`src/rtl/core/oads_pkg.sv`:
```
// Shared types and constants of the obstacle-aware drive steering block.
// Depends on nothing; used by every module of the block.
package oads_pkg;

   localparam int MODE_BITS        = 8;
   localparam int ACTION_BITS      = 2;
   localparam int CFG_SPEED_BITS   = 10;
   localparam int CFG_DIST_BITS    = 10;
   localparam int CFG_TIMEOUT_BITS = 16;
   localparam int CFG_GAIN_BITS    = 4;
   localparam int CSR_INDEX_BITS   = 3;
   localparam int CSR_DATA_BITS    = 16;

   typedef enum logic [ACTION_BITS-1:0] {
      ACT_STOP  = 2'd0,
      ACT_FWD   = 2'd1,
      ACT_LEFT  = 2'd2,
      ACT_RIGHT = 2'd3
   } action_type;

   typedef enum logic [CSR_INDEX_BITS-1:0] {
      REG_NORMAL_BASE  = 3'd0,
      REG_NORMAL_MAX   = 3'd1,
      REG_SLOW_BASE    = 3'd2,
      REG_SLOW_MAX     = 3'd3,
      REG_MIN_SPEED    = 3'd4,
      REG_FRONT_STOP   = 3'd5,
      REG_TURN_TIMEOUT = 3'd6,
      REG_STEER_GAIN   = 3'd7
   } csr_index_type;

   localparam logic [MODE_BITS-1:0] MODE_STOP = 8'd0;
   localparam logic [MODE_BITS-1:0] MODE_SLOW = 8'd1;

   // Range thresholds, in cm
   localparam int NO_ECHO_SUB = 40;
   localparam int EXIT_FRONT  = 45;
   localparam int EXIT_SIDE   = 15;
   localparam int SIDE_NEAR   = 10;
   localparam int DIFF_LIMIT  = 35;

   // Fixed wheel speeds
   localparam logic [CFG_SPEED_BITS-1:0] TURN_SPEED = 10'd530;
   localparam logic [CFG_SPEED_BITS-1:0] AVOID_FAST = 10'd550;
   localparam logic [CFG_SPEED_BITS-1:0] AVOID_SLOW = 10'd150;

   typedef struct packed {
      logic [CFG_SPEED_BITS-1:0]   normal_base;
      logic [CFG_SPEED_BITS-1:0]   normal_max;
      logic [CFG_SPEED_BITS-1:0]   slow_base;
      logic [CFG_SPEED_BITS-1:0]   slow_max;
      logic [CFG_SPEED_BITS-1:0]   min_speed;
      logic [CFG_DIST_BITS-1:0]    front_stop;
      logic [CFG_TIMEOUT_BITS-1:0] turn_timeout;
      logic [CFG_GAIN_BITS-1:0]    steer_gain;
   } cfg_type;

   localparam cfg_type CFG_RESET = '{
      normal_base:  10'd450,
      normal_max:   10'd650,
      slow_base:    10'd350,
      slow_max:     10'd500,
      min_speed:    10'd200,
      front_stop:   10'd37,
      turn_timeout: 16'd1500,
      steer_gain:   4'd5
   };

   // Turn state update requested by the steering logic
   typedef struct packed {
      logic turning;
      logic spin_left;
      logic load_start;
   } turn_ctl_type;

endpackage

```
`src/rtl/core/oads_csr.sv`:
```
// Configuration register file of the drive steering block.
// Depends on oads_pkg for the register layout and index codes.
module oads_csr (
   input  logic                                 clock,
   input  logic                                 reset,
   input  logic                                 csr_we,
   input  logic [oads_pkg::CSR_INDEX_BITS-1:0]  csr_index,
   input  logic [oads_pkg::CSR_DATA_BITS-1:0]   csr_wdata,
   output oads_pkg::cfg_type                    cfg
);

   oads_pkg::cfg_type cfg_ff;
   oads_pkg::cfg_type cfg_in;

   always_comb begin
      cfg_in = cfg_ff;
      if (csr_we) begin
         case (oads_pkg::csr_index_type'(csr_index))
            oads_pkg::REG_NORMAL_BASE:  cfg_in.normal_base  = csr_wdata[9:0];
            oads_pkg::REG_NORMAL_MAX:   cfg_in.normal_max   = csr_wdata[9:0];
            oads_pkg::REG_SLOW_BASE:    cfg_in.slow_base    = csr_wdata[9:0];
            oads_pkg::REG_SLOW_MAX:     cfg_in.slow_max     = csr_wdata[9:0];
            oads_pkg::REG_MIN_SPEED:    cfg_in.min_speed    = csr_wdata[9:0];
            oads_pkg::REG_FRONT_STOP:   cfg_in.front_stop   = csr_wdata[9:0];
            oads_pkg::REG_TURN_TIMEOUT: cfg_in.turn_timeout = csr_wdata[15:0];
            oads_pkg::REG_STEER_GAIN:   cfg_in.steer_gain   = csr_wdata[3:0];
            default:                    cfg_in = cfg_ff;
         endcase
      end
   end

   always_ff @(posedge clock) begin
      if (reset) begin
         cfg_ff <= oads_pkg::CFG_RESET;
      end else begin
         cfg_ff <= cfg_in;
      end
   end

   assign cfg = cfg_ff;

endmodule

```
`src/rtl/core/oads_steer.sv`:
```
// Combinational steering decision: turn tracking, avoidance, proportional split.
// Depends on oads_pkg for action codes, constants and the config struct.
module oads_steer #(
   parameter int DIST_BITS  = 10,
   parameter int SPEED_BITS = 10,
   parameter int TIME_BITS  = 32
) (
   input  oads_pkg::cfg_type                 cfg,
   input  logic                              turning,
   input  logic                              spin_left,
   input  logic [TIME_BITS-1:0]              turn_start_ms,
   input  logic [oads_pkg::MODE_BITS-1:0]    drive_mode,
   input  logic [TIME_BITS-1:0]              now_ms,
   input  logic [DIST_BITS-1:0]              left_distance,
   input  logic [DIST_BITS-1:0]              front_distance,
   input  logic [DIST_BITS-1:0]              right_distance,
   output oads_pkg::action_type              motor_action,
   output logic [SPEED_BITS-1:0]             left_speed,
   output logic [SPEED_BITS-1:0]             right_speed,
   output logic                              in_turn,
   output oads_pkg::turn_ctl_type            turn_ctl
);

   localparam int CW  = oads_pkg::CFG_SPEED_BITS;
   localparam int CMP_W = (DIST_BITS > oads_pkg::CFG_DIST_BITS) ? DIST_BITS
                                                                 : oads_pkg::CFG_DIST_BITS;
   localparam int SW  = (SPEED_BITS > CW) ? SPEED_BITS : CW;
   localparam logic [SW-1:0] SPD_MAX = SW'((33'd1 << SPEED_BITS) - 33'd1);
   localparam logic [DIST_BITS-1:0] SUB_D   = DIST_BITS'(oads_pkg::NO_ECHO_SUB);
   localparam logic [DIST_BITS-1:0] FRONT_D = DIST_BITS'(oads_pkg::EXIT_FRONT);
   localparam logic [DIST_BITS-1:0] SIDE_D  = DIST_BITS'(oads_pkg::EXIT_SIDE);
   localparam logic [DIST_BITS-1:0] NEAR_D  = DIST_BITS'(oads_pkg::SIDE_NEAR);
   localparam logic signed [DIST_BITS:0] LIM_P = (DIST_BITS+1)'(oads_pkg::DIFF_LIMIT);
   localparam logic signed [DIST_BITS:0] LIM_N = -LIM_P;

   function automatic logic [SPEED_BITS-1:0] sat_speed(input logic [CW-1:0] v);
      logic [SW-1:0] v_w;
      v_w = SW'(v);
      return (v_w > SPD_MAX) ? SPEED_BITS'(SPD_MAX) : SPEED_BITS'(v_w);
   endfunction

   logic [TIME_BITS-1:0]       elapsed;
   logic                       timed_out;
   logic                       path_clear;
   logic [DIST_BITS-1:0]       l_sub, f_sub, r_sub;
   logic                       front_hit;
   logic                       near_left, near_right;
   logic signed [DIST_BITS:0]  diff;
   logic signed [DIST_BITS:0]  diff_lim;
   logic signed [11:0]         diff_x, gain_x, offs;
   logic signed [11:0]         base_x, top_x, low_x;
   logic signed [11:0]         ls_raw, rs_raw, ls_top, rs_top, ls_clip, rs_clip;
   logic [CW-1:0]              base_sel, top_sel;
   logic [CW-1:0]              spd_l, spd_r;

   assign elapsed    = now_ms - turn_start_ms;
   assign timed_out  = elapsed >= TIME_BITS'(cfg.turn_timeout);
   // exit test uses the raw ranges, before no-echo substitution
   assign path_clear = (front_distance >= FRONT_D) && (left_distance >= SIDE_D)
                       && (right_distance >= SIDE_D);

   assign l_sub = (left_distance  == '0) ? SUB_D : left_distance;
   assign f_sub = (front_distance == '0) ? SUB_D : front_distance;
   assign r_sub = (right_distance == '0) ? SUB_D : right_distance;

   assign front_hit  = CMP_W'(f_sub) <= CMP_W'(cfg.front_stop);
   assign near_left  = l_sub <= NEAR_D;
   assign near_right = r_sub <= NEAR_D;

   // proportional split of the base speed
   assign diff     = $signed({1'b0, l_sub}) - $signed({1'b0, r_sub});
   assign diff_lim = (diff > LIM_P) ? LIM_P : ((diff < LIM_N) ? LIM_N : diff);
   assign diff_x   = 12'(diff_lim);
   assign gain_x   = $signed({8'd0, cfg.steer_gain});
   assign offs     = diff_x * gain_x;

   assign base_sel = (drive_mode == oads_pkg::MODE_SLOW) ? cfg.slow_base : cfg.normal_base;
   assign top_sel  = (drive_mode == oads_pkg::MODE_SLOW) ? cfg.slow_max  : cfg.normal_max;
   assign base_x   = $signed({2'b00, base_sel});
   assign top_x    = $signed({2'b00, top_sel});
   assign low_x    = $signed({2'b00, cfg.min_speed});

   assign ls_raw  = base_x - offs;
   assign rs_raw  = base_x + offs;
   // upper clamp first, lower clamp last so min wins
   assign ls_top  = (ls_raw > top_x) ? top_x : ls_raw;
   assign rs_top  = (rs_raw > top_x) ? top_x : rs_raw;
   assign ls_clip = (ls_top < low_x) ? low_x : ls_top;
   assign rs_clip = (rs_top < low_x) ? low_x : rs_top;

   always_comb begin
      motor_action = oads_pkg::ACT_STOP;
      spd_l        = '0;
      spd_r        = '0;
      in_turn      = 1'b0;
      turn_ctl     = '{turning: turning, spin_left: spin_left, load_start: 1'b0};
      if (turning) begin
         if (timed_out || path_clear) begin
            turn_ctl.turning = 1'b0;
         end else begin
            motor_action = spin_left ? oads_pkg::ACT_LEFT : oads_pkg::ACT_RIGHT;
            spd_l        = oads_pkg::TURN_SPEED;
            spd_r        = oads_pkg::TURN_SPEED;
            in_turn      = 1'b1;
         end
      end else if (drive_mode == oads_pkg::MODE_STOP) begin
         motor_action = oads_pkg::ACT_STOP;
      end else if (front_hit) begin
         turn_ctl.spin_left  = !(l_sub > r_sub);
         turn_ctl.load_start = 1'b1;
         if (cfg.turn_timeout != '0) begin
            turn_ctl.turning = 1'b1;
            motor_action = (!(l_sub > r_sub)) ? oads_pkg::ACT_LEFT : oads_pkg::ACT_RIGHT;
            spd_l        = oads_pkg::TURN_SPEED;
            spd_r        = oads_pkg::TURN_SPEED;
            in_turn      = 1'b1;
         end
      end else if (near_left) begin
         motor_action = oads_pkg::ACT_FWD;
         spd_l        = oads_pkg::AVOID_FAST;
         spd_r        = oads_pkg::AVOID_SLOW;
      end else if (near_right) begin
         motor_action = oads_pkg::ACT_FWD;
         spd_l        = oads_pkg::AVOID_SLOW;
         spd_r        = oads_pkg::AVOID_FAST;
      end else begin
         motor_action = oads_pkg::ACT_FWD;
         spd_l        = CW'(ls_clip);
         spd_r        = CW'(rs_clip);
      end
   end

   assign left_speed  = sat_speed(spd_l);
   assign right_speed = sat_speed(spd_r);

endmodule

```
`src/rtl/core/obstacle_aware_drive_steering.sv`:
```
// Top level of the obstacle-aware drive steering block.
// Depends on oads_pkg, oads_csr and oads_steer.

// The block takes one sensor transfer per clock cycle while rsp_tready is high
// and returns exactly one motor command transfer for each. Every transfer
// passes an input register and a result register; the steering decision sits
// between the two registers and the turn state (turning flag, spin direction,
// turn start time) updates as each item moves into the result register, so the
// next item already sees it. With rsp_tready held high the block sustains one
// item per cycle; a stalled result holds in the result register while one more
// item waits in the input register. Configuration writes on the csr_ port take
// effect at the next edge.
module obstacle_aware_drive_steering #(
   parameter int DIST_BITS  = 10,
   parameter int SPEED_BITS = 10,
   parameter int TIME_BITS  = 32
) (
   input  logic                                clock,
   input  logic                                reset,
   // req_tdata fields, low bit up: drive_mode, now_ms, left_distance,
   // front_distance, right_distance, zero pad to whole bytes
   input  logic                                req_tvalid,
   output logic                                req_tready,
   input  logic [((oads_pkg::MODE_BITS + TIME_BITS + 3 * DIST_BITS + 7) / 8) * 8 - 1:0]
                                               req_tdata,
   // rsp_tdata fields, low bit up: motor_action, left_speed, right_speed,
   // in_turn, zero pad to whole bytes
   output logic                                rsp_tvalid,
   input  logic                                rsp_tready,
   output logic [((oads_pkg::ACTION_BITS + 2 * SPEED_BITS + 1 + 7) / 8) * 8 - 1:0]
                                               rsp_tdata,
   input  logic                                csr_we,
   input  logic [oads_pkg::CSR_INDEX_BITS-1:0] csr_index,
   input  logic [oads_pkg::CSR_DATA_BITS-1:0]  csr_wdata
);

   localparam int MB       = oads_pkg::MODE_BITS;
   localparam int REQ_BITS = MB + TIME_BITS + 3 * DIST_BITS;
   localparam int REQ_W    = ((REQ_BITS + 7) / 8) * 8;
   localparam int RSP_BITS = oads_pkg::ACTION_BITS + 2 * SPEED_BITS + 1;
   localparam int RSP_W    = ((RSP_BITS + 7) / 8) * 8;
   localparam int TIME_LSB  = MB;
   localparam int LEFT_LSB  = TIME_LSB + TIME_BITS;
   localparam int FRONT_LSB = LEFT_LSB + DIST_BITS;
   localparam int RIGHT_LSB = FRONT_LSB + DIST_BITS;

   oads_pkg::cfg_type       cfg;
   oads_pkg::turn_ctl_type  turn_ctl;
   oads_pkg::action_type    act;
   logic [SPEED_BITS-1:0]   ls, rs;
   logic                    turn_flag;

   // input register
   logic                    req_valid_ff, req_valid_in;
   logic [MB-1:0]           mode_ff;
   logic [TIME_BITS-1:0]    now_ff;
   logic [DIST_BITS-1:0]    left_ff, front_ff, right_ff;

   // turn state
   logic                    turning_ff, turning_in;
   logic                    spin_left_ff, spin_left_in;
   logic [TIME_BITS-1:0]    start_ff, start_in;

   // result register
   logic                    rsp_valid_ff, rsp_valid_in;
   logic [RSP_W-1:0]        rsp_data_ff, rsp_data_in;

   logic                    req_take;
   logic                    advance;

   oads_csr u_csr (
      .clock     (clock),
      .reset     (reset),
      .csr_we    (csr_we),
      .csr_index (csr_index),
      .csr_wdata (csr_wdata),
      .cfg       (cfg)
   );

   oads_steer #(
      .DIST_BITS  (DIST_BITS),
      .SPEED_BITS (SPEED_BITS),
      .TIME_BITS  (TIME_BITS)
   ) u_steer (
      .cfg            (cfg),
      .turning        (turning_ff),
      .spin_left      (spin_left_ff),
      .turn_start_ms  (start_ff),
      .drive_mode     (mode_ff),
      .now_ms         (now_ff),
      .left_distance  (left_ff),
      .front_distance (front_ff),
      .right_distance (right_ff),
      .motor_action   (act),
      .left_speed     (ls),
      .right_speed    (rs),
      .in_turn        (turn_flag),
      .turn_ctl       (turn_ctl)
   );

   // advance the held item when the result register is free or draining
   assign advance    = req_valid_ff && (!rsp_valid_ff || rsp_tready);
   assign req_tready = !req_valid_ff || advance;
   assign req_take   = req_tvalid && req_tready;

   assign req_valid_in = req_take || (req_valid_ff && !advance);
   assign rsp_valid_in = advance || (rsp_valid_ff && !rsp_tready);
   assign rsp_data_in  = RSP_W'({turn_flag, rs, ls, act});

   // commit turn state only when the item leaves the input register
   assign turning_in   = advance ? turn_ctl.turning   : turning_ff;
   assign spin_left_in = advance ? turn_ctl.spin_left : spin_left_ff;
   assign start_in     = (advance && turn_ctl.load_start) ? now_ff : start_ff;

   always_ff @(posedge clock) begin
      if (reset) begin
         req_valid_ff <= 1'b0;
         rsp_valid_ff <= 1'b0;
         turning_ff   <= 1'b0;
         spin_left_ff <= 1'b0;
         start_ff     <= '0;
      end else begin
         req_valid_ff <= req_valid_in;
         rsp_valid_ff <= rsp_valid_in;
         turning_ff   <= turning_in;
         spin_left_ff <= spin_left_in;
         start_ff     <= start_in;
      end
   end

   // payload registers: load on transfer, hold otherwise
   always_ff @(posedge clock) begin
      if (req_take) begin
         mode_ff  <= req_tdata[MB-1:0];
         now_ff   <= req_tdata[TIME_LSB  +: TIME_BITS];
         left_ff  <= req_tdata[LEFT_LSB  +: DIST_BITS];
         front_ff <= req_tdata[FRONT_LSB +: DIST_BITS];
         right_ff <= req_tdata[RIGHT_LSB +: DIST_BITS];
      end
      if (advance) begin
         rsp_data_ff <= rsp_data_in;
      end
   end

   assign rsp_tvalid = rsp_valid_ff;
   assign rsp_tdata  = rsp_data_ff;

endmodule

```
`config.mk`:
```
export PLATFORM = sky130hd
export DESIGN_NAME = obstacle_aware_drive_steering
export DESIGN_NICKNAME = d
export VERILOG_FILES = /design/src/rtl/core/oads_pkg.sv /design/src/rtl/core/oads_csr.sv /design/src/rtl/core/oads_steer.sv /design/src/rtl/core/obstacle_aware_drive_steering.sv
export SDC_FILE = /design/constraint.sdc
export NUM_CORES = 1
export LEC_CHECK = 0
export BUFFER_PORTS_ARGS = -buffer_cell sky130_fd_sc_hd__buf_4
export CAP_MARGIN = 20
export CORE_AREA = 5 5 232 234
export CTS_BUF_LIST = sky130_fd_sc_hd__clkbuf_4
export DETAILED_ROUTE_END_ITERATION = 8
export DIE_AREA = 0 0 237 239
export GPL_TIMING_DRIVEN = 0
export SLEW_MARGIN = 20
export SYNTH_ARGS = -nofsm -noshare
export SYNTH_HDL_FRONTEND = slang
export SYNTH_HIERARCHICAL = 1
export SYNTH_SLANG_ARGS = --single-unit
```
`constraint.sdc`:
```
create_clock -name clock -period 13 [get_ports clock]
set_clock_uncertainty 0.1 [all_clocks]
set_input_delay 0.65 -clock clock [delete_from_list [all_inputs] [get_ports clock]]
set_output_delay 0.65 -clock clock [all_outputs]
set_load 0.005 [all_outputs]
```
==> results of run 1 <==
-- synth_stat cells, drive strengths merged (7+ instances only) --
cell type | n | share of area [%]
a21oi | 70 | 2.3
mux2i | 149 | 9.8
o21bai | 11 | 0.54
a21o | 25 | 1.2
ha | 147 | 12
nor3 | 22 | 0.72
xnor2 | 36 | 2.1
nor2b | 31 | 1.4
a31oi | 12 | 0.49
edfxtp | 93 | 18
or3 | 9 | 0.37
nand3 | 18 | 0.59
a211oi | 8 | 0.39
fa | 20 | 2.6
o21a | 21 | 1.0
o31a | 11 | 0.63
nor4 | 14 | 0.57
mux2 | 14 | 1.1
nand4 | 14 | 0.57
o211ai | 17 | 0.83
clkbuf | 51 | 1.3
xor2 | 17 | 0.97
o21ai | 52 | 1.7
nand2 | 71 | 1.8
inv | 168 | 4.1
and3 | 10 | 0.41
dfxtp | 116 | 15
o41ai | 7 | 0.45
and2 | 24 | 0.98
nand2b | 144 | 5.9
buf | 19 | 1.1
nor2 | 129 | 3.3
-- area by class of cell --
cell class | count | area, um2 | area share [%]
diodes | 4 | 10.0 | 0.0527
plain buffers | 67 | 354 | 1.86
clock buffers | 97 | 728 | 3.84
clock inverters | 11 | 76.3 | 0.402
inverters | 168 | 631 | 3.32
multi-input cells | 1201 | 9480 | 49.9
flip-flops and latches | 209 | 5110 | 26.9
well taps | 688 | 861 | 4.53
repair buffers | 203 | 1730 | 9.13
-- metal layers --
metal  vias to the layer above  GRT usage, %
li1                       6356             -
met1                      6133          20.1
met2                       318          24.7
met3                        65          2.48
met4                         0          4.81
met5                         -             0
-- through the flow --
stage,area [um2],hold WS (ps),setup slack (ps),total power (uW)
after global routing,19000,30.7,-89.7,5410
after floorplan,15300,346,1030,3090
after CTS,18700,4.16,28.8,4670
final,19000,101,602,5020
after global placement,17000,357,-1310,3860
after detailed placement,17100,363,-1430,3900
-- report_power, final --
part	total, uW	switching [uW]	internal (uW)	leakage [uW]
registers	822	28.8	794	0.00184
clock network	637	283	354	0.000484
logic	3560	2020	1530	0.00583
-- repair_timing --
action                                  CTS  global route
hold buffers                             76             0
hold endpoints to repair                 76             0
resized for setup                        14            41
setup buffers                             0             9
pin swaps                                 2             6
endpoints found under the setup margin   20            20
-- tightest hold or removal path, stage by stage --
cell and delay, ps:
buf_4 120, nand2b_1 70, mux2i_1 70
-- worst paths after layout --
kind                            slack [ps]             to  cells after the start
worst max-delay path                   600  rsp_tdata[17]                     48
worst min-delay path                   100  u_csr/cfg[15]                      3
worst min register to register         370  u_csr/cfg[79]                      2
worst max register to register         600  rsp_tdata[17]                     48
-- sequential cells by signal, summed over array words and instances, names as in the netlist --
| signal | cells |
|---|---|
| turning_ff | 1 |
| u_csr/cfg | 80 |
| right_ff | 10 |
| start_ff | 32 |
| req_valid_ff | 1 |
| rsp_tdata | 23 |
| now_ff | 32 |
| rsp_tvalid | 1 |
| front_ff | 10 |
| mode_ff | 8 |
| left_ff | 10 |
| spin_left_ff | 1 |
-- cell families (layout without fill, tap and decap cells) --
group	Yosys count	in the layout	synth area share (%)
AOI/OAI and AO/OA	289	289	12.6
xor gates and xnor gates	54	54	3.18
adders and majority gates	167	167	14.6
buffers and inverters	238	546	6.47
DFF	209	209	33.4
muxes	163	163	10.8
other	1	5	0.0245
and+or+nand+nor	527	527	18.8
==> impl_metrics.yaml, run 1 <==
run_status:
  status: "completed"
sta:
  slew_violations: 0
  hold_viol: 0
  slew_headroom_pct: 28.7
  fin_tns_setup_ps: 0
  fin_crit_sh_pct: 95.4
  setup_viol: 0
  fin_crit_ps: 12400
  fmax_mhz: 80.7
  worstMarginPinSlew_ps: 1060
global_route:
  grt_overflow_total: 0
  grt_pass1_vias: 12800
  grt_first_pass_wirelength_um: 68500
  grt.total_usage_pct: 14.9
  grt_max_degree: 55
  antenna_found_initial: 3
cells_and_area:
  drive_gt1_share_pct: 16.6
  area_delta_synth_final_pct: 24.0
  final_nets: 2170
  finalNonFillerCells: 2648
  layout_commonest_cell: "inv_1"
  final_util_pct: 36.6
  layout_common_cells: "inv_1, nand2b_1, ha_1"
  fill_cells: 5186
detailed_routing:
  route.detailed.drc: 0
  drt_wl_total_um: 43400
  dr.pass1.iters: 5
  wl_per_cell_um: 16.4
  route.met2.wl_um: 20300
  maxUsedRoutingLayer: "met4"
  ant_nets: 0
  dr_wl_met3_um: 2130
  vias: 12900
  drtIter0Drc: 678
  wl_met1_um: 19900
  vias_per_cell: 4.86
pwr:
  power_leakage_uw: 0.00816
  powerDensity_nw_per_um2: 264
  ir_worst_vdd_mv: 0.314
place:
  dp_hpwl_um: 33700
  port_buffers: 117
  dp_cells: 2454
  gp_congestion: 0.886
critical_path:
  crit_type: "reg2reg"
  r2r-start: "left_ff[4]"
  cp_max_fo: 9
  startpoint: "left_ff[4]"
  max_stage_delay_ps: 520
  crit_arrival_ps: 12770
  crit_family: "simple AND/OR/NAND/NOR gates"
  endpoint_kind: "flip-flop"
  slowest_stage: "or4_1"
  cp_common_cell: "ha_1"
  required_ps: 13370
  cp.buffers_inverters: 3
  cp-start-kind: "flip-flop"
clock_tree:
  clk_path_buf_depth: 3
  cts-htree-levels: 2
  cts_tree: "done"
  cts.root.buffer_cell: "clkbuf_4"
  clk-insertion-delay-late_ps: 760
  clkTransAtPathRegs_ps: 70
  numCtsBuffers: 57
  clock_sinks: 209
logic_synthesis:
  ys_seq_area_share_pct: 33.4
  synth-edff-count: 93
  synth_area_um2: 15300
  synthFlopType: "dfxtp_1"
  syn_area_per_cell_um2: 9.29
  ys_ff_latch: 209
  synthArstFlopShare_pct: 0
  ys.warnings.count: 6
  synth.distinct_cells: 81
  synth_cells: 1648
  synth_nets: 1911
floorplan:
  die_area_um2: 56600
  coreArea_um2: 51800
  io_pins: 122
  start_util_pct: 29.5
  die_x_um: 237
  die_h_um: 239
  fp-row-count: 84
min_path:
  hp-start: "csr_wdata[11]"
  holdCritPathClass: "in2reg"
flow_run:
  max-cap-violations: 0
No activity file was read; power rests on OpenSTA's default activity.
==> run 2, diff against run 1 <==
--- a/config.mk
+++ b/config.mk
@@ -7,11 +7,12 @@
 export LEC_CHECK = 0
 export BUFFER_PORTS_ARGS = -buffer_cell sky130_fd_sc_hd__buf_4
 export CAP_MARGIN = 20
-export CORE_AREA = 5 5 232 234
+export CORE_AREA = 5 5 197 276
 export CTS_BUF_LIST = sky130_fd_sc_hd__clkbuf_4
 export DETAILED_ROUTE_END_ITERATION = 8
-export DIE_AREA = 0 0 237 239
+export DIE_AREA = 0 0 202 281
 export GPL_TIMING_DRIVEN = 0
+export REMOVE_ABC_BUFFERS = 1
 export SLEW_MARGIN = 20
 export SYNTH_ARGS = -nofsm -noshare
 export SYNTH_HDL_FRONTEND = slang
==> run 2 against run 1 <==
  * Largest cell class unchanged
  * Non-clock buffer count shrank 65
  * Clock power down 7.1%
  * Worst setup slack worse by 77 ps
  * Total power is 0.90% lower
  * Design area shrank 2.6%
  * Highest routed layer is now met5
==> impl_metrics.yaml, run 2 (synthesized netlist as in run 1, its figures left out) <==
run_status:
  status: "completed"
floorplan:
  io_pins: 122
  die_x_um: 202
  fp-row-count: 99
  die_area_um2: 56800
  die_h_um: 281
  start_util_pct: 29.6
  coreArea_um2: 51700
global_route:
  grt_pass1_vias: 12800
  antenna_found_initial: 2
  grt_max_degree: 177
  grt_first_pass_wirelength_um: 67300
  grt_overflow_total: 0
  grt.total_usage_pct: 14.7
pwr:
  ir_worst_vdd_mv: 0.212
  power_leakage_uw: 0.00794
  powerDensity_nw_per_um2: 269
detailed_routing:
  maxUsedRoutingLayer: "met5"
  vias_per_cell: 4.92
  drtIter0Drc: 569
  route.met2.wl_um: 23000
  wl_met1_um: 16700
  drt_wl_total_um: 43200
  wl_per_cell_um: 17.0
  ant_nets: 0
  route.detailed.drc: 0
  dr_wl_met3_um: 1320
  vias: 12500
  dr.pass1.iters: 7
sta:
  fin_tns_setup_ps: 0
  slew_violations: 0
  worstMarginPinSlew_ps: 1010
  setup_viol: 0
  hold_viol: 0
  fin_crit_ps: 12470
  fmax_mhz: 80.2
  fin_crit_sh_pct: 96.0
  slew_headroom_pct: 32.6
clock_tree:
  cts-htree-levels: 2
  clk-insertion-delay-late_ps: 760
  cts_tree: "done"
  clock_sinks: 209
  numCtsBuffers: 53
  cts.root.buffer_cell: "clkbuf_4"
  clkTransAtPathRegs_ps: 70
  clk_path_buf_depth: 3
cells_and_area:
  layout_common_cells: "inv_1, ha_1, nand2b_1"
  area_delta_synth_final_pct: 20.8
  fin_area_um2: 18500
  largest_register_ffs: 80
  drive_gt1_share_pct: 15.5
  layout_commonest_cell: "inv_1"
  final_nets: 2101
flow_run:
  max-cap-violations: 0
place:
  port_buffers: 118
  dp_hpwl_um: 33200
  dpl_cell_area_um2: 16700
  gp_congestion: 0.944
critical_path:
  critPathCapture: "rsp_tdata[16]"
  crit_type: "reg2reg"
  r2r_end: "rsp_tdata[16]"
  required_ps: 13440
  crit_arrival_ps: 12920
  cp_max_fo: 8
  cp_common_cell: "ha_1"
  endpoint_kind: "flip-flop"
  cp-start-kind: "flip-flop"
  max_stage_delay_ps: 600
  startpoint: "left_ff[0]"
  slowest_stage: "or4_4"
  r2r-start: "left_ff[0]"
  ff2ff_setup_slack_ps: 530
  rr_worst_depth: 54
min_path:
  holdCritPathClass: "in2reg"
## run 2: final cells by class
type	count	area, um2
fill	5159	33200
multi-input combinational	1201	9460
sequential	209	5110
timing repair buffer	205	1750
tap	656	821
inverter	168	631
clock buffer	70	526
clock inverter	29	178
antenna	1	2.50
## run 2: stage by stage
step	hold WS (ps)	worst slack (ps)	cells	util [%]	total power [uW]
after floorplan	345	641	1578	-	3040
after CTS	0.544	41.0	2529	35.4	4790
after global routing	11.0	-102	2539	35.8	5360
after detailed placement	364	-1850	2355	32.4	3940
after global placement	357	-2040	2352	32.2	3870
final	70.2	525	2539	35.8	4970
## run 2: timing repair
| action | CTS | global route |
|---|---|---|
| pin swaps | 2 | 7 |
| gates resized for setup | 16 | 27 |
| endpoints found under the setup margin | 20 | 20 |
| hold buffers | 70 | 0 |
| endpoints found under the hold margin | 70 | 0 |
| buffers inserted | 5 | 9 |
## run 2: worst max-delay path: cells and delay by family (launching register included)
| kind | cells | cell delay (ps) |
|---|---|---|
| adders and majority gates | 9 | 2950 |
| buffers and inverters | 7 | 850 |
| and+or+nand+nor | 21 | 4630 |
| xor gates and xnor gates | 1 | 210 |
| AOI/OAI and AO/OA | 13 | 2430 |
| muxes | 3 | 650 |
| DFF | 1 | 470 |
## run 2: per-layer routing
| metal | vias to the layer above | track usage, % |
|---|---|---|
| met5 | - | 0 |
| met2 | 275 | 28.4 |
| met3 | 102 | 1.93 |
| met1 | 5909 | 15.5 |
| li1 | 6211 | - |
| met4 | 2 | 7.28 |
## run 2: power by group
group          leakage, uW  total, uW  switching (uW)  internal, uW
registers          0.00184        823            30.1           793
logic              0.00568       3560            2040          1510
clock network     0.000415        592             297           295
## run 2: worst min path at each step
stage	startpoint	endpoint	slack [ps]	cells after the start
after CTS	req_tvalid	req_valid_ff	0.5	3
after floorplan	u_csr/cfg[60]	u_csr/cfg[60]	340	2
after global placement	u_csr/cfg[57]	u_csr/cfg[57]	360	2
final	req_tvalid	req_valid_ff	70	3
after detailed placement	start_ff[27]	start_ff[27]	360	2
after global routing	csr_wdata[9]	u_csr/cfg[69]	10	3
==> run 3, diff against run 2 <==
--- a/config.mk
+++ b/config.mk
@@ -7,10 +7,10 @@
 export LEC_CHECK = 0
 export BUFFER_PORTS_ARGS = -buffer_cell sky130_fd_sc_hd__buf_4
 export CAP_MARGIN = 20
-export CORE_AREA = 5 5 197 276
+export CORE_AREA = 5 5 164 229
 export CTS_BUF_LIST = sky130_fd_sc_hd__clkbuf_4
 export DETAILED_ROUTE_END_ITERATION = 8
-export DIE_AREA = 0 0 202 281
+export DIE_AREA = 0 0 169 234
 export GPL_TIMING_DRIVEN = 0
 export REMOVE_ABC_BUFFERS = 1
 export SLEW_MARGIN = 20
==> run 3 against run 2 <==
  * Final cell count fell by 7.8%
  * Utilization rose by 16 points
  * Non-clock buffer count rose by 1
  * Sequential share of layout area rose by 0.24 points
  * Critical path depth fell by 2
  * First-iteration DRC count fell by 4.0%
  * Via count fell by 1.6%
  * Wire length fell by 9.3%
  * Worst hold slack improved by 0.84 ps
  * Fmax rose by 0.68%
  * Global-route usage rose by 4.9 points
  * Sequential cell count did not move
  * Critical endpoint is now rsp_tdata[19]
  * Largest power group unchanged
  * Highest routed layer is now met4
==> impl_metrics.yaml, run 3 (synthesized netlist as in run 1, its figures left out) <==
min_path:
  hp-start: "req_tdata[4]"
  holdCritPathClass: "in2reg"
  hold-path-cell-count: 1
  holdPathEnd: "mode_ff[4]"
clock_tree:
  clock_sinks: 209
  cts-htree-levels: 2
  clkTransAtPathRegs_ps: 70
  cts.root.buffer_cell: "clkbuf_4"
  clk_path_buf_depth: 3
  cts_tree: "done"
  clk-insertion-delay-late_ps: 690
  numCtsBuffers: 50
detailed_routing:
  dr.pass1.iters: 5
  vias: 12300
  drtIter0Drc: 546
  wl_per_cell_um: 16.7
  ant_nets: 0
  drt_wl_total_um: 39200
  route.detailed.drc: 0
  vias_per_cell: 5.25
sta:
  slew_headroom_pct: 29.5
  worstMarginPinSlew_ps: 1060
  hold_viol: 0
  setup_viol: 0
  fin_crit_sh_pct: 95.3
  fin_crit_ps: 12390
  fmax_mhz: 80.7
  timing.final.ws_setup_ps: 609
  slew_violations: 0
floorplan:
  die_h_um: 234
  coreArea_um2: 35400
  die_x_um: 169
  die_area_um2: 39500
  fp-row-count: 82
  start_util_pct: 43.2
  io_pins: 122
pwr:
  power.total_uw: 5070
  power_leakage_uw: 0.00797
  powerDensity_nw_per_um2: 277
  ir_worst_vdd_mv: 0.230
critical_path:
  max_stage_delay_ps: 590
  endpoint_kind: "flip-flop"
  required_ps: 13380
  startpoint: "left_ff[0]"
  crit_arrival_ps: 12770
  cp-start-kind: "flip-flop"
  r2r_end: "rsp_tdata[19]"
  r2r-start: "left_ff[0]"
  slowest_stage: "fa_1"
  crit_type: "reg2reg"
  ff2ff_setup_slack_ps: 610
  rr_worst_depth: 52
  cp_max_fo: 13
  cp_common_cell: "ha_1"
place:
  dp_hpwl_um: 29900
  dpl_cell_area_um2: 16500
  port_buffers: 118
  gp_congestion: 0.923
  dp_slack_ps: -1690
run_status:
  status: "completed"
cells_and_area:
  layout_commonest_cell: "inv_1"
  largest_register_ffs: 80
  fill_cells: 3313
  drive_gt1_share_pct: 16.1
  fin_area_um2: 18300
  final_nets: 2099
  layout_common_cells: "inv_1, nand2b_1, ha_1"
  area_delta_synth_final_pct: 19.7
global_route:
  grt_max_degree: 177
  grt_pass1_vias: 12600
  grt.total_usage_pct: 19.6
  antenna_found_initial: 2
  grt_first_pass_wirelength_um: 63100
  grt_overflow_total: 0
flow_run:
  max-cap-violations: 0
run 3: cell count changes in the layout (fill, tap and decap cells not counted), moves of 2 or more:
cell	delta
buf_4	+2
mux2i_4	+3
clkinv_2	-8
clkbuf_4	+10
mux2i_2	-3
clkinv_1	-7
o41ai_4	+2
inv_2	+2
run 3: power by group:
group | leakage (uW) | switching [uW] | internal, uW
Combinational | 0.00572 | 2070 | 1610
Sequential | 0.00184 | 24.9 | 793
Clock | 0.000409 | 268 | 300
run 3: final cells by class:
cell class	count	area [um2]	area share, %
flip-flops and latches	209	5110	27.9
clock buffers	80	601	3.28
multi-input cells	1201	9570	52.2
inverters	168	631	3.44
repair buffers	206	1750	9.53
clock inverters	14	85.1	0.464
well taps	462	578	3.15
diodes	2	5.00	0.0273
run 3: layer usage:
layer  wire, um  track usage, %
met5          0               0
met4       1340            6.80
met3       1230            2.56
met2      21200            38.1
met1      15400            21.8
run 3: worst max path at each step:
stage                    endpoint  slack (ps)
finish              rsp_tdata[19]         610
global route        rsp_tdata[19]        -170
CTS                 rsp_tdata[19]          10
detailed placement  rsp_tdata[19]       -1690
global placement    rsp_tdata[19]       -1910
floorplan           rsp_tdata[19]         640
run 3: timing repair:
action                                  in CTS  in global routing
gates resized for setup                     19                 41
gates cloned                                 0                  0
endpoints found under the setup margin      20                 20
buffers inserted                             3                 14
pin swaps                                    1                 13
hold buffers                                69                  0
endpoints found under the hold margin       69                  0
run 3: critical path, delay by kind of cell, from the launching register on:
| family | cells | cell delay (ps) |
|---|---|---|
| AOI/OAI and AO/OA | 14 | 2960 |
| muxes | 3 | 930 |
| adders and majority gates | 9 | 2940 |
| DFF | 1 | 450 |
| buffers and inverters | 5 | 400 |
| and+or+nand+nor | 20 | 4200 |
| xor gates and xnor gates | 1 | 220 |
run 3: metrics by stage:
step	TNS (ps)	hold slack, ps	util, %	cells
after detailed placement	-17500	362	46.6	2160
after floorplan	0	345	-	1578
after global placement	-18260	355	46.4	2158
after CTS	0	0.107	50.8	2326
final	0	71.0	51.8	2342
after global routing	-1080	6.75	51.8	2342
